## src/hw/rtl/ebalu_pkg.sv

```systemverilog
`timescale 1ns / 1ps
// ============================================================================
// ebalu_pkg
// Shared types and constants for the 8-bit ALU with flags: beat structs,
// operation codes, flag bit positions and decimal adjust constants.
// ============================================================================
package ebalu_pkg;

    // Operation codes carried in the command field.
    localparam logic [3:0] CMD_ADD = 4'd0;
    localparam logic [3:0] CMD_ADC = 4'd1;
    localparam logic [3:0] CMD_SUB = 4'd2;
    localparam logic [3:0] CMD_SBC = 4'd3;
    localparam logic [3:0] CMD_AND = 4'd4;
    localparam logic [3:0] CMD_XOR = 4'd5;
    localparam logic [3:0] CMD_OR  = 4'd6;
    localparam logic [3:0] CMD_CP  = 4'd7;
    localparam logic [3:0] CMD_INC = 4'd8;
    localparam logic [3:0] CMD_DEC = 4'd9;
    localparam logic [3:0] CMD_DAA = 4'd10;
    localparam logic [3:0] CMD_CPL = 4'd11;
    localparam logic [3:0] CMD_SCF = 4'd12;
    localparam logic [3:0] CMD_CCF = 4'd13;

    // Flag bit positions in flags_in and flags_out.
    localparam int FLAG_Z_BIT = 3;
    localparam int FLAG_N_BIT = 2;
    localparam int FLAG_H_BIT = 1;
    localparam int FLAG_C_BIT = 0;

    // Decimal adjust constants.
    localparam logic [7:0] DAA_LIMIT  = 8'h99;
    localparam logic [7:0] DAA_HI_ADJ = 8'h60;
    localparam logic [7:0] DAA_LO_ADJ = 8'h06;
    localparam logic [3:0] DAA_NIBBLE_MAX = 4'd9;

    // One operation beat on the input channel.
    typedef struct packed {
        logic [3:0] command;
        logic [7:0] operand_a;
        logic [7:0] operand_b;
        logic [3:0] flags_in;
    } cmd_beat_t;

    // One result beat on the output channel.
    typedef struct packed {
        logic [7:0] result;
        logic [3:0] flags_out;
    } res_beat_t;

endpackage

```

## src/hw/rtl/ebalu_core.sv

```systemverilog
`timescale 1ns / 1ps
// ============================================================================
// ebalu_core
// Combinational datapath: computes the result byte and the new Z, N, H, C
// flags for one registered operation beat.
// ============================================================================
module ebalu_core
    import ebalu_pkg::*;
(
    input  cmd_beat_t op,
    output res_beat_t res
);

    logic       carry_in;
    logic       half_in;
    logic       add_c;
    logic       sub_c;
    logic [8:0] sum;
    logic [4:0] half_sum;
    logic [8:0] diff;
    logic [4:0] half_diff;
    logic [7:0] inc_val;
    logic [7:0] dec_val;
    logic       daa_hi;
    logic       daa_lo;
    logic [7:0] daa_add;
    logic [7:0] daa_sub;

    assign carry_in = op.flags_in[FLAG_C_BIT];
    assign half_in  = op.flags_in[FLAG_H_BIT];

    // Carry is only folded in for the with-carry forms.
    assign add_c = (op.command == CMD_ADC) & carry_in;
    assign sub_c = (op.command == CMD_SBC) & carry_in;

    // Adder and subtractor with a ninth bit for carry or borrow out.
    assign sum       = {1'b0, op.operand_a} + {1'b0, op.operand_b} + {8'd0, add_c};
    assign half_sum  = {1'b0, op.operand_a[3:0]} + {1'b0, op.operand_b[3:0]}
                     + {4'd0, add_c};
    assign diff      = {1'b0, op.operand_a} - {1'b0, op.operand_b} - {8'd0, sub_c};
    assign half_diff = {1'b0, op.operand_a[3:0]} - {1'b0, op.operand_b[3:0]}
                     - {4'd0, sub_c};

    assign inc_val = op.operand_a + 8'd1;
    assign dec_val = op.operand_a - 8'd1;

    // Decimal adjust corrections for the add and subtract cases.
    assign daa_hi  = carry_in | (op.operand_a > DAA_LIMIT);
    assign daa_lo  = half_in | (op.operand_a[3:0] > DAA_NIBBLE_MAX);
    assign daa_add = op.operand_a + (daa_hi ? DAA_HI_ADJ : 8'h00)
                   + (daa_lo ? DAA_LO_ADJ : 8'h00);
    assign daa_sub = op.operand_a - (carry_in ? DAA_HI_ADJ : 8'h00)
                   - (half_in ? DAA_LO_ADJ : 8'h00);

    // Operation decode and flag selection; flags are packed as Z, N, H, C.
    always_comb
    begin
        res.result    = op.operand_a;
        res.flags_out = op.flags_in;
        unique case (op.command)
            CMD_ADD, CMD_ADC:
            begin
                res.result    = sum[7:0];
                res.flags_out = {sum[7:0] == 8'h00, 1'b0, half_sum[4], sum[8]};
            end
            CMD_SUB, CMD_SBC, CMD_CP:
            begin
                res.result    = (op.command == CMD_CP) ? op.operand_a : diff[7:0];
                res.flags_out = {diff[7:0] == 8'h00, 1'b1, half_diff[4], diff[8]};
            end
            CMD_AND:
            begin
                res.result    = op.operand_a & op.operand_b;
                res.flags_out = {(op.operand_a & op.operand_b) == 8'h00, 3'b010};
            end
            CMD_XOR:
            begin
                res.result    = op.operand_a ^ op.operand_b;
                res.flags_out = {(op.operand_a ^ op.operand_b) == 8'h00, 3'b000};
            end
            CMD_OR:
            begin
                res.result    = op.operand_a | op.operand_b;
                res.flags_out = {(op.operand_a | op.operand_b) == 8'h00, 3'b000};
            end
            CMD_INC:
            begin
                res.result    = inc_val;
                res.flags_out = {inc_val == 8'h00, 1'b0,
                                 op.operand_a[3:0] == 4'hF, carry_in};
            end
            CMD_DEC:
            begin
                res.result    = dec_val;
                res.flags_out = {dec_val == 8'h00, 1'b1,
                                 op.operand_a[3:0] == 4'h0, carry_in};
            end
            CMD_DAA:
            begin
                if (op.flags_in[FLAG_N_BIT])
                begin
                    res.result    = daa_sub;
                    res.flags_out = {daa_sub == 8'h00, 1'b1, 1'b0, carry_in};
                end
                else
                begin
                    res.result    = daa_add;
                    res.flags_out = {daa_add == 8'h00, 1'b0, 1'b0, daa_hi};
                end
            end
            CMD_CPL:
            begin
                res.result    = ~op.operand_a;
                res.flags_out = {op.flags_in[FLAG_Z_BIT], 1'b1, 1'b1, carry_in};
            end
            CMD_SCF:
            begin
                res.flags_out = {op.flags_in[FLAG_Z_BIT], 3'b001};
            end
            CMD_CCF:
            begin
                res.flags_out = {op.flags_in[FLAG_Z_BIT], 2'b00, ~carry_in};
            end
            default:
            begin
                // Unassigned codes pass the operand and flags through.
                res.result    = op.operand_a;
                res.flags_out = op.flags_in;
            end
        endcase
    end

endmodule

```

## src/hw/rtl/eight_bit_alu_with_flags_unit.sv

```systemverilog
`timescale 1ns / 1ps
// ============================================================================
// eight_bit_alu_with_flags_unit
// 8-bit accumulator ALU with Z, N, H, C flags behind an input register and
// a result register, both with valid/ready handshakes.
// ============================================================================
// Usage:
// An operation beat (command, operand_a, operand_b, flags_in) enters on the
// in channel when in_valid and in_ready are both high. Each beat yields
// exactly one result beat (result, flags_out) on the out channel, taken when
// out_valid and out_ready are both high. Beats leave in arrival order.
// The beat is captured in the input register, goes through one pass of
// combinational ALU logic and lands in the result register, which raises
// out_valid; the result is taken from there once out_ready is high.
// Throughput is one beat per cycle while out_ready stays high; the two
// registers form a two-deep pipeline and each advances when the stage
// after it is empty or draining.
// When the receiver stalls, the result register holds its beat and the
// input register can still take one more beat; in_ready drops only when
// both registers are full and out_ready is low.
// Reset empties both registers; in_ready is high right after reset.
// ============================================================================
module eight_bit_alu_with_flags_unit
    import ebalu_pkg::*;
(
    input  logic      clk,
    input  logic      rst_n,
    input  logic      in_valid,
    output logic      in_ready,
    input  cmd_beat_t in_beat,
    output logic      out_valid,
    input  logic      out_ready,
    output res_beat_t out_beat
);

    logic      op_valid_reg;
    cmd_beat_t op_reg;
    logic      res_valid_reg;
    res_beat_t res_reg;
    res_beat_t res_next;
    logic      res_load;
    logic      op_load;

    // Each register loads when it is empty or its content moves on.
    assign res_load = !res_valid_reg || out_ready;
    assign op_load  = !op_valid_reg || res_load;
    assign in_ready = op_load;

    // Input register.
    always_ff @(posedge clk or negedge rst_n)
    begin
        if (!rst_n)
        begin
            op_valid_reg <= 1'b0;
        end
        else if (op_load)
        begin
            op_valid_reg <= in_valid;
        end
    end

    always_ff @(posedge clk)
    begin
        if (op_load && in_valid)
        begin
            op_reg <= in_beat;
        end
    end

    // Single pass of ALU logic.
    ebalu_core u_core (
        .op  (op_reg),
        .res (res_next)
    );

    // Result register.
    always_ff @(posedge clk or negedge rst_n)
    begin
        if (!rst_n)
        begin
            res_valid_reg <= 1'b0;
        end
        else if (res_load)
        begin
            res_valid_reg <= op_valid_reg;
        end
    end

    always_ff @(posedge clk)
    begin
        if (res_load && op_valid_reg)
        begin
            res_reg <= res_next;
        end
    end

    assign out_valid = res_valid_reg;
    assign out_beat  = res_reg;

`ifndef SYNTHESIS
    // A beat accepted with the receiver ready reaches the result register and raises out_valid.
    a_latency: assert property (@(posedge clk) disable iff (!rst_n)
        (in_valid && in_ready) ##1 out_ready |=> out_valid)
        else $error("accepted beat did not reach the output in time");

    // A stalled output must not drop the beat waiting in the input register.
    a_no_loss: assert property (@(posedge clk) disable iff (!rst_n)
        (op_valid_reg && res_valid_reg && !out_ready) |=> op_valid_reg)
        else $error("pending beat lost during output stall");

    // A delivered result with nothing behind it must not be shown again.
    a_no_dup: assert property (@(posedge clk) disable iff (!rst_n)
        (res_valid_reg && out_ready && !op_valid_reg) |=> !out_valid)
        else $error("result beat repeated");
`endif

endmodule
```

## config.mk

```make
export PLATFORM = sky130hd
export DESIGN_NAME = eight_bit_alu_with_flags_unit
export DESIGN_NICKNAME = d
export VERILOG_FILES = /design/src/hw/rtl/ebalu_pkg.sv /design/src/hw/rtl/ebalu_core.sv /design/src/hw/rtl/eight_bit_alu_with_flags_unit.sv
export SDC_FILE = /design/constraint.sdc
export NUM_CORES = 1
export LEC_CHECK = 0
export ABC_AREA = 1
export BUFFER_PORTS_ARGS = -buffer_cell sky130_fd_sc_hd__clkbuf_2
export CORE_MARGIN = 2
export CORE_UTILIZATION = 55
export DETAILED_ROUTE_END_ITERATION = 7
export PLACE_DENSITY = 0.75
export SLEW_MARGIN = 20
export SYNTH_ARGS = -nofsm -noshare
export SYNTH_HDL_FRONTEND = slang
export SYNTH_SLANG_ARGS = --single-unit
```

## constraint.sdc

```tcl
create_clock -name clk -period 5.8 [get_ports clk]
set_clock_uncertainty 0.1 [all_clocks]
set_input_delay 1.16 -clock clk [delete_from_list [all_inputs] [get_ports clk]]
set_output_delay 1.16 -clock clk [all_outputs]
set_load 0.1 [all_outputs]
```

==> results of run 1 <==
[how the worst max path moves through the flow]
stage                     from     endpoint  slack, ps
finish              op_reg[13]  out_beat[7]       2260
global route        op_reg[13]  out_beat[3]       2020
CTS                 op_reg[13]  out_beat[7]       2350
detailed placement  op_reg[13]  out_beat[7]       2380
global placement    op_reg[12]  out_beat[7]       2440
floorplan            out_ready     in_ready       2550
[area by class of cell]
cell class	instances	area share
Inverter	104	0.08412
Tap cell	99	0.02669
Clock inverter	3	0.01483
Multi-Input combinational cell	464	0.5683
Timing Repair Buffer	43	0.04745
Clock buffer	5	0.01483
Sequential cell	38	0.2437
[worst min-delay path: cells and delay by family, from the launching register on]
kind	cells	cell delay [ps]
DFF	1	360
and+or+nand+nor	1	60
buffers and inverters	1	50
[layer usage]
metal  part of all wire  routed length [um]  track usage
met3               0.10                1393      0.05477
met1               0.43                5887       0.4642
met5                  0                   0            0
met4              0.029                 397       0.1048
met2               0.44                6129       0.5337
[cells by family (layout without fill, tap and decap cells)]
kind of cell             count (synthesis)  count (layout)  synth area share
AO/OA/AOI/OAI                           64              64           0.09016
XOR/XNOR                                 8               8           0.01661
adder cells (fa/ha/maj)                 53              53            0.1661
AND/OR/NAND/NOR                        339             339            0.3523
flip-flops                              38              38            0.2681
buffers and inverters                  113             155            0.1068
[placed cells by master, fill, tap and decap left out, types with 6 or more instances in the layout]
cell / count
nand4_1: 20
nand2_1: 166
ha_1: 48
nor2_1: 62
clkbuf_2: 41
o21ai_0: 16
inv_1: 102
nand3_1: 59
nor3_1: 8
nand2_2: 6
edfxtp_1: 36
a21oi_1: 18
o22ai_1: 16
[power by group through the flow]
stage          Clock (mW)  Sequential (mW)  Combinational [mW]
3_3_place_gp            0            0.373               0.465
5_1_grt             0.293            0.372               0.530
4_1_cts             0.283            0.368               0.476
3_5_place_dp            0            0.374               0.474
6_report            0.281            0.369               0.487
2_1_floorplan           0            0.454               0.279
==> impl_results.md, run 1 <==
* Crit start category: register
* Clk pwr share at 0.247
* Worst hold endpoint: out_valid
* Worst-Margin Slew at 893.5 ps
* P per Cell Area at around 250 nW/um2
* Top FF cell, synth: edfxtp_1
* First-pass GRT wire length at between 20 and 25 mm
* Final setup TNS at 0 ps
* Gate Count Post-Synth at 615
* Final Slew Violations at 0
* Final setup margin at 2260 ps
* Vias in the first global route at 4196
* Hpwl dp at approximately 11 mm
* Share of the synthesized area in the top cell type at 0.2562
* Core Rows at 31
* Area grow syn2layout at 9.994%
* Worst Hold Class: register to register
* R2R Path Start: op_reg[13]
* R2R Setup Slk at 2260 ps
* Final setup viols at 0
* DRT iter0 DRCs at between 500 and 600
* Peak fanout along the critical path at 15
* Detailed-route DRC error count at 0
* Routed Antenna Nets at 0
* Seq pwr share at 0.324
* Routed wire length at around 14 mm
* Sw frac at 0.4351
* Final count of hold timing violations at 0
* Area of the multi-input gates at 2638 um2
* Minimum hold slack at 400.2 ps
* Cts bufs inserted at 5
* Largest area contributor in the netlist: edfxtp_1
* Gpl congestion at 1.035
* HP Start: op_valid_reg
* Critical path's largest stage delay at 690 ps
* Worst rel slew slack at 0.4037
* Critical path's slowest cell: edfxtp_1
* Most common cell in the netlist: nand2_1
* Critical path buffer and inverter count at 1
* CORE AREA at 7331 um2
* Top post-synthesis cells by area: edfxtp_1 (26%), nand2_1 (15%), ha_1 (14%)
* Die area at 8388 um2
* Hold path depth at 2
* Fill count at 662
* Tot Pwr at 1.137 mW
* Flop and latch count out of synthesis at 38
* Clk slew on worst S/H paths at 90 ps
* FFs w/ async S/R, synth at 0.05263
* Placed Instances at between 700 and 800
* Post-cts resize count at 0
* Worst setup EP type: register
* DR WL/cell at 18.26 um
* Mapped Avg Cell Area at 6.860 um2
* Minimum clock period at 3540 ps
* Part of the Yosys area used for sequential elements at 0.2681
* Area of the mapped netlist at 4219 um2
* Clock latency on the worst-skew pair at about 290 ps
* DR vias/cell at 5.923
* Postcts setup bufs at 0
* Initial Util at 0.5755
* CTS tree: done
* Max Cap Violations at 0
* Crit Path Category: register to register
* Share of post-route cells with drive strength above 1 at 0.1035
* Layout Cells excl Fill at 756
* CP delay by family, top: adder cells
* Root Driver: clkbuf_8
* Sw Pwr at 0.4948 mW
* Pre-CTS setup slack at about 2400 ps
* Internal at about 0.64 mW
* Period utilisation layout at 0.6104
* Post-route cell area at 4641 um2
* Die Y at 91.59 um
* Most frequent cells after synthesis: nand2_1 (166), inv_1 (102), nor2_1 (62), nand3_1 (59), ha_1 (48)
* Storage element area at ~1100 um2
* RSZ-0062 raised after global routing: no
* Max FFs per register at 24
* Ant diodes at 0
* Htree depth at 2
* Grt ovf at 0
* Num Clock Sinks at 38
* Final core utilization at 0.6330
* P_leak at 2.369 nW
* Nets at 737
* Largest net degree at the start of global routing at 25
* Critical R2R Capture: out_beat[7]
* Post-synth net total at ~700
* Initial antenna violation count at 0
* First-pass iteration count of the detailed router at 6
* Crit-path cells: inv_1 > ha_1 > o21ai_0 > nand2_1 > nand2_1 > ha_1 > fa_1 > xnor2_1 > nor3_1 > nor4_1 > nand3_1
* EDFF count, synth at 36
* Ys Warns at 0
* CP required at about 5700 ps
* CP arrival at 3480 ps
* Post-Place Cell Area at 4503 um2
* WP depth at 11
* Unique cell type count in the Yosys netlist at 37
* IO Pins at 42
* Peak VDD IR at 0.1570 mV
* GR Util All Layers at 0.3348
* Port buffer count at 41
* Fmax at 282.5 MHz
* Post-CTS Hold Buffers at 0
* R2R cell count at 11
* Logic gate share of total power at 0.429
* Outcome: finished, final reports clean
* Die X at roughly 92 um
* DR vias at 4478
* CTS max path bufs at 2
No activity file was read; power rests on OpenSTA's default activity.
==> run 2, diff against run 1 <==
clock period = 3.4 ns   (was 5.8 ns; I/O delays follow)
==> run 2 against run 1 <==
Against the previous run:
- hold slack worse by 360 ps
- combinational power rose by 79%
- wire length decreased by 0.63%
- via count is 0.38% higher
- non-clock buffer count up 11
- global-route usage shrank 0.29 points
- cell area rose by 1.9%
- sequential share of layout area down 0.46 points
- register-to-register slack got worse by 2000 ps
- critical path type unchanged
- highest routed layer unchanged
==> impl_results.md, run 2 (synthesis results as in run 1) <==
* Share of post-route cells with drive strength above 1 at 0.1198
* Routed Antenna Nets at 0
* R2R Setup Slk at between 200 and 250 ps
* Worst Hold Class: input pin to async pin
* Critical path's slowest cell: fa_1
* DR vias at between 4000 and 5000
* RSZ-0062 raised after global routing: no
* Num Clock Sinks at 38
* Grt ovf at 0
* Clk slew on worst S/H paths at 90 ps
* R2R cell count at 16
* CORE AREA at around 7300 um2
* Die area at 8388 um2
* CP arrival at 3110 ps
* Core Rows at 31
* Peak VDD IR at roughly 0.28 mV
* Final setup viols at 0
* Initial antenna violation count at 0
* First-pass GRT wire length at 21.51 mm
* Cell mode on critical path: nand2_1
* IO Pins at 42
* Layout Cells excl Fill at 767
* Pre-CTS setup slack at 260.7 ps
* Placed Instances at 759
* Hpwl dp at approximately 11 mm
* CTS tree: done
* First-pass iteration count of the detailed router at 5
* Minimum clock period at between 3000 and 4000 ps
* Port buffer count at 41
* Crit start category: register
* Initial Util at 0.5755
* DR vias/cell at 5.860
* Fmax at roughly 320 MHz
* Largest net degree at the start of global routing at 25
* Ant diodes at 0
* CTS max path bufs at 2
* Die X at 91.59 um
* Worst setup EP type: register
* DR WL/cell at 17.89 um
* Final Slew Violations at 0
* Max Cap Violations at 0
* Final count of hold timing violations at 0
* Final setup margin at 240.8 ps
* Routed wire length at 13.72 mm
* Most common cell after layout, fill and taps aside: nand2_1
* Max FFs per register at 24
* Critical R2R Capture: out_beat[11]
* Cts bufs inserted at 5
* DRT iter0 DRCs at 609
* Gpl congestion at about 1.1
* Postcts setup bufs at 0
* P per Cell Area at 416.6 nW/um2
* Worst rel slew slack at 0.3867
* Outcome: finished, final reports clean
* Nets at 748
* Post-CTS Hold Buffers at 0
* Area grow syn2layout at 12.10%
* Clock latency on the worst-skew pair at about 300 ps
* Root Driver: clkbuf_8
* Crit Path Category: register to register
* Peak fanout along the critical path at 6
* R2R Path Start: op_reg[13]
* Critical path's largest stage delay at 440 ps
* Vias in the first global route at 4226
* Crit-path cells: inv_1 > ha_1 > o21ai_0 > nand2_1 > nand2_1 > ha_1 > fa_1 > nand3_2 > o21ai_2 > xor2_1 > nand2_1 > nand2_1 > nor2_1 > nand2_1 > nor2_1 > nand3_1
* P_leak at 2.423 nW
* GR Util All Layers at 0.3319
* Die Y at around 90 um
* Final setup TNS at 0 ps
* Htree depth at 2
* Worst-Margin Slew at 919.0 ps
* Most frequent cells in the layout: nand2_1 (166), inv_1 (102), nor2_1 (62)
* Period utilisation layout at 0.9292
* Detailed-route DRC error count at 0
* CP required at roughly 3400 ps
## run 2: what timing repair did
action | in CTS | in global routing
endpoints found under the setup margin | 0 | 1
endpoints found under the hold margin | 0 | 0
gates resized for setup | 0 | 1
## run 2: where the power goes
group	leakage (nW)	switching, mW	internal [mW]
clock	0.0683	0.193	0.294
sequential	0.370	0.0368	0.574
combinational	1.98	0.634	0.238
total	2.42	0.864	1.11
## run 2: critical path, delay by kind of cell, from the launching register on
family / cells / cell delay [ps]
buffers and inverters: 1 / 190
AOI/OAI and AO/OA: 2 / 200
adders and majority gates: 3 / 950
xor gates and xnor gates: 1 / 160
and+or+nand+nor: 9 / 880
DFF: 1 / 420
## run 2: final cells by class
cell class / instances / area, um2
Clock buffer: 5 / 68.82
Clock inverter: 3 / 68.82
Fill cell: 661 / 2601
Inverter: 104 / 390.4
Multi-Input combinational cell: 464 / 2644
Sequential cell: 38 / 1131
Tap cell: 99 / 123.9
Timing Repair Buffer: 54 / 302.8
## run 2: per-stage QoR
| step | total power, mW | hold WS [ps] | cell area [um2] | util |
|---|---|---|---|---|
| 2_1_floorplan | 1.250 | 284.4 | 4219 | - |
| 3_3_place_gp | 1.448 | 358.8 | 4586 | 0.6255 |
| 3_5_place_dp | 1.466 | 368.1 | 4586 | 0.6255 |
| 4_1_cts | 1.943 | 42.44 | 4723 | 0.6443 |
| 5_1_grt | 2.067 | 42.99 | 4730 | 0.6452 |
| 6_report | 1.970 | 40.35 | 4730 | 0.6452 |
## run 2: per-layer routing
metal	global-route usage	routed length [um]	vias to the layer above
met2	0.5294	6130	306
met1	0.4505	5586	2012
met5	0	0	-
met3	0.07469	1549	54
li1	-	-	2123
met4	0.09596	454	0
## run 2: worst max path at each step
stage | from | end | slack (ps)
after floorplan | out_valid | op_reg[0] | 340
after global placement | op_reg[23] | out_beat[8] | 310
after detailed placement | op_reg[23] | out_beat[8] | 260
after CTS | op_reg[23] | out_beat[8] | 220
after global routing | op_reg[13] | out_beat[11] | 50
final | op_reg[13] | out_beat[11] | 240
==> run 3, diff against run 2 <==
PLACE_DENSITY = not set   (was 0.75)
PLACE_DENSITY_LB_ADDON = 0.12   (was not set)
==> run 3 against run 2 <==
Against the previous run:
- flip-flop and latch count unchanged
- first-iteration DRC count up 3.6%
- non-clock buffer count up 3
- sequential power about the same
- highest routed layer unchanged
==> impl_results.md, run 3 (synthesis results as in run 1) <==
* Outcome: finished, final reports clean
* Largest net degree at the start of global routing at 25
* CP arrival at 3000 ps
* Worst Hold Class: input pin to async pin
* Final setup viols at 0
* Post-cts resize count at 0
* Worst setup EP type: register
* Vias in the first global route at 4162
* Area grow syn2layout at 12.60%
* GR Util All Layers at 0.3401
* R2R Setup Slk at 360 ps
* Initial antenna violation count at 0
* Crit-path cells: buf_4 > ha_1 > o21ai_0 > nand2_1 > a21oi_1 > or2_2 > ha_1 > a21oi_1 > o21ai_2 > xor2_1 > nand2_1 > nand2_1 > nor2_1 > nand2_1 > nor2_1 > nand3_1
* Minimum clock period at 3036 ps
* Final count of hold timing violations at 0
* Worst rel slew slack at 0.4196
* Final Slew Violations at 0
* First-pass iteration count of the detailed router at 7
* Die area at 8388 um2
* Grt ovf at 0
* Routed wire length at between 10 and 15 mm
* Detailed-route DRC error count at 0
* DR vias/cell at around 6
* Tot Pwr at between 1.5 and 2 mW
* Period utilisation layout at 0.8929
* RSZ-0062 raised after global routing: no
* Root Driver: clkbuf_8
* Max Cap Violations at 0
* CP required at 3360 ps
* Clk pwr share at 0.250
* Most frequent cells in the layout: nand2_1 (166), inv_1 (102), nor2_1 (62)
* P per Cell Area at 418.2 nW/um2
* Critical path's slowest cell: edfxtp_1
* DR WL/cell at 18.58 um
* First-pass GRT wire length at approximately 22 mm
* Num Clock Sinks at 38
* Clock latency on the worst-skew pair at ~300 ps
* IO Pins at 42
* CTS max path bufs at 2
* Die X at 91.59 um
* CTS tree: done
* Cts bufs inserted at 5
* Nets at 751
* Crit start category: register
* Htree depth at 2
* Worst-Margin Slew at 869.6 ps
* P_leak at 2.439 nW
* Post-CTS Hold Buffers at 0
* Seq pwr share at 0.306
* Most common cell after layout, fill and taps aside: nand2_1
* Postcts setup bufs at 0
* Internal at 1.131 mW
* Clk slew on worst S/H paths at 90 ps
* Fmax at 329.4 MHz
* Cell mode on critical path: nand2_1
* CORE AREA at 7331 um2
* Sw Pwr at 0.8560 mW
* DR vias at approximately 4600
* Fill count at 670
* Crit Path Category: register to register
* Critical path's largest stage delay at between 400 and 500 ps
* Port buffer count at 41
* Initial Util at 0.5755
* Logic gate share of total power at 0.444
* Gpl congestion at 1.062
* Peak VDD IR at 0.2109 mV
* Routed Antenna Nets at 0
* DRT iter0 DRCs at between 600 and 700
* Die Y at 91.59 um
* Hpwl dp at ~12 mm
* Sw frac at 0.4309
* Max FFs per register at 24
* Ant diodes at 0
* Core Rows at 31
* Peak fanout along the critical path at 10
* Share of post-route cells with drive strength above 1 at 0.1222
* Final setup TNS at 0 ps
## run 3: cell types whose count changed in the layout (fill, tap and decap cells not counted)
cell and delta:
nor4_1 +1, nor4_2 -1, clkinv_4 -1, clkbuf_8 +1, buf_4 +3
## run 3: metrics by stage
stage	setup WS [ps]	util	instances	cell area [um2]	hold slack, ps
finish	364.2	0.6481	770	4751	47.66
global route	176.8	0.6481	770	4751	50.03
floorplan	340.5	-	615	4219	284.4
global placement	504.3	0.6286	762	4608	366.2
detailed placement	442.1	0.6286	762	4608	366.3
CTS	419.2	0.6481	770	4751	40.92
## run 3: worst paths after layout
path / from / end / cells after the start
max: op_reg[12] / out_beat[11] / 16
min: rst_n / out_valid / 1
max reg2reg: op_reg[12] / out_beat[11] / 16
min reg2reg: op_valid_reg / out_valid / 2
max in group asynchronous: rst_n / op_valid_reg / 1
min in group clk: op_valid_reg / out_valid / 2
## run 3: metal layers
layer  track usage  up-vias  part of all wire
met1        0.4701     2077              0.41
li1              -     2131                 -
met5             0        -                 0
met4        0.1162        0             0.034
met3       0.04232       38              0.11
met2        0.5490      327              0.45
## run 3: power by group through the flow
stage	Sequential [mW]	Clock (mW)	Combinational, mW
3_3_place_gp	0.616	0	0.843
3_5_place_dp	0.618	0	0.857
5_1_grt	0.612	0.515	0.952
2_1_floorplan	0.774	0	0.476
4_1_cts	0.607	0.498	0.861
6_report	0.608	0.497	0.882
## run 3: area by class of cell
cell class                 count  area (um2)  share of cell area
clock buffer                   6       82.58             0.01738
clock inverter                 2       60.06             0.01264
inverter                     104       390.4             0.08217
multi-input combinational    464        2638              0.5552
sequential                    38        1131              0.2381
tap                           99       123.9             0.02607
timing repair buffer          57       325.3             0.06848
## run 3: worst max-delay path: cells and delay by family, from the launching register on
kind                       cells  cell delay, ps
AOI/OAI and AO/OA              4             640
buffers and inverters          1             220
and+or+nand+nor                8             770
adders and majority gates      2             480
DFF                            1             420
xor gates and xnor gates       1             150
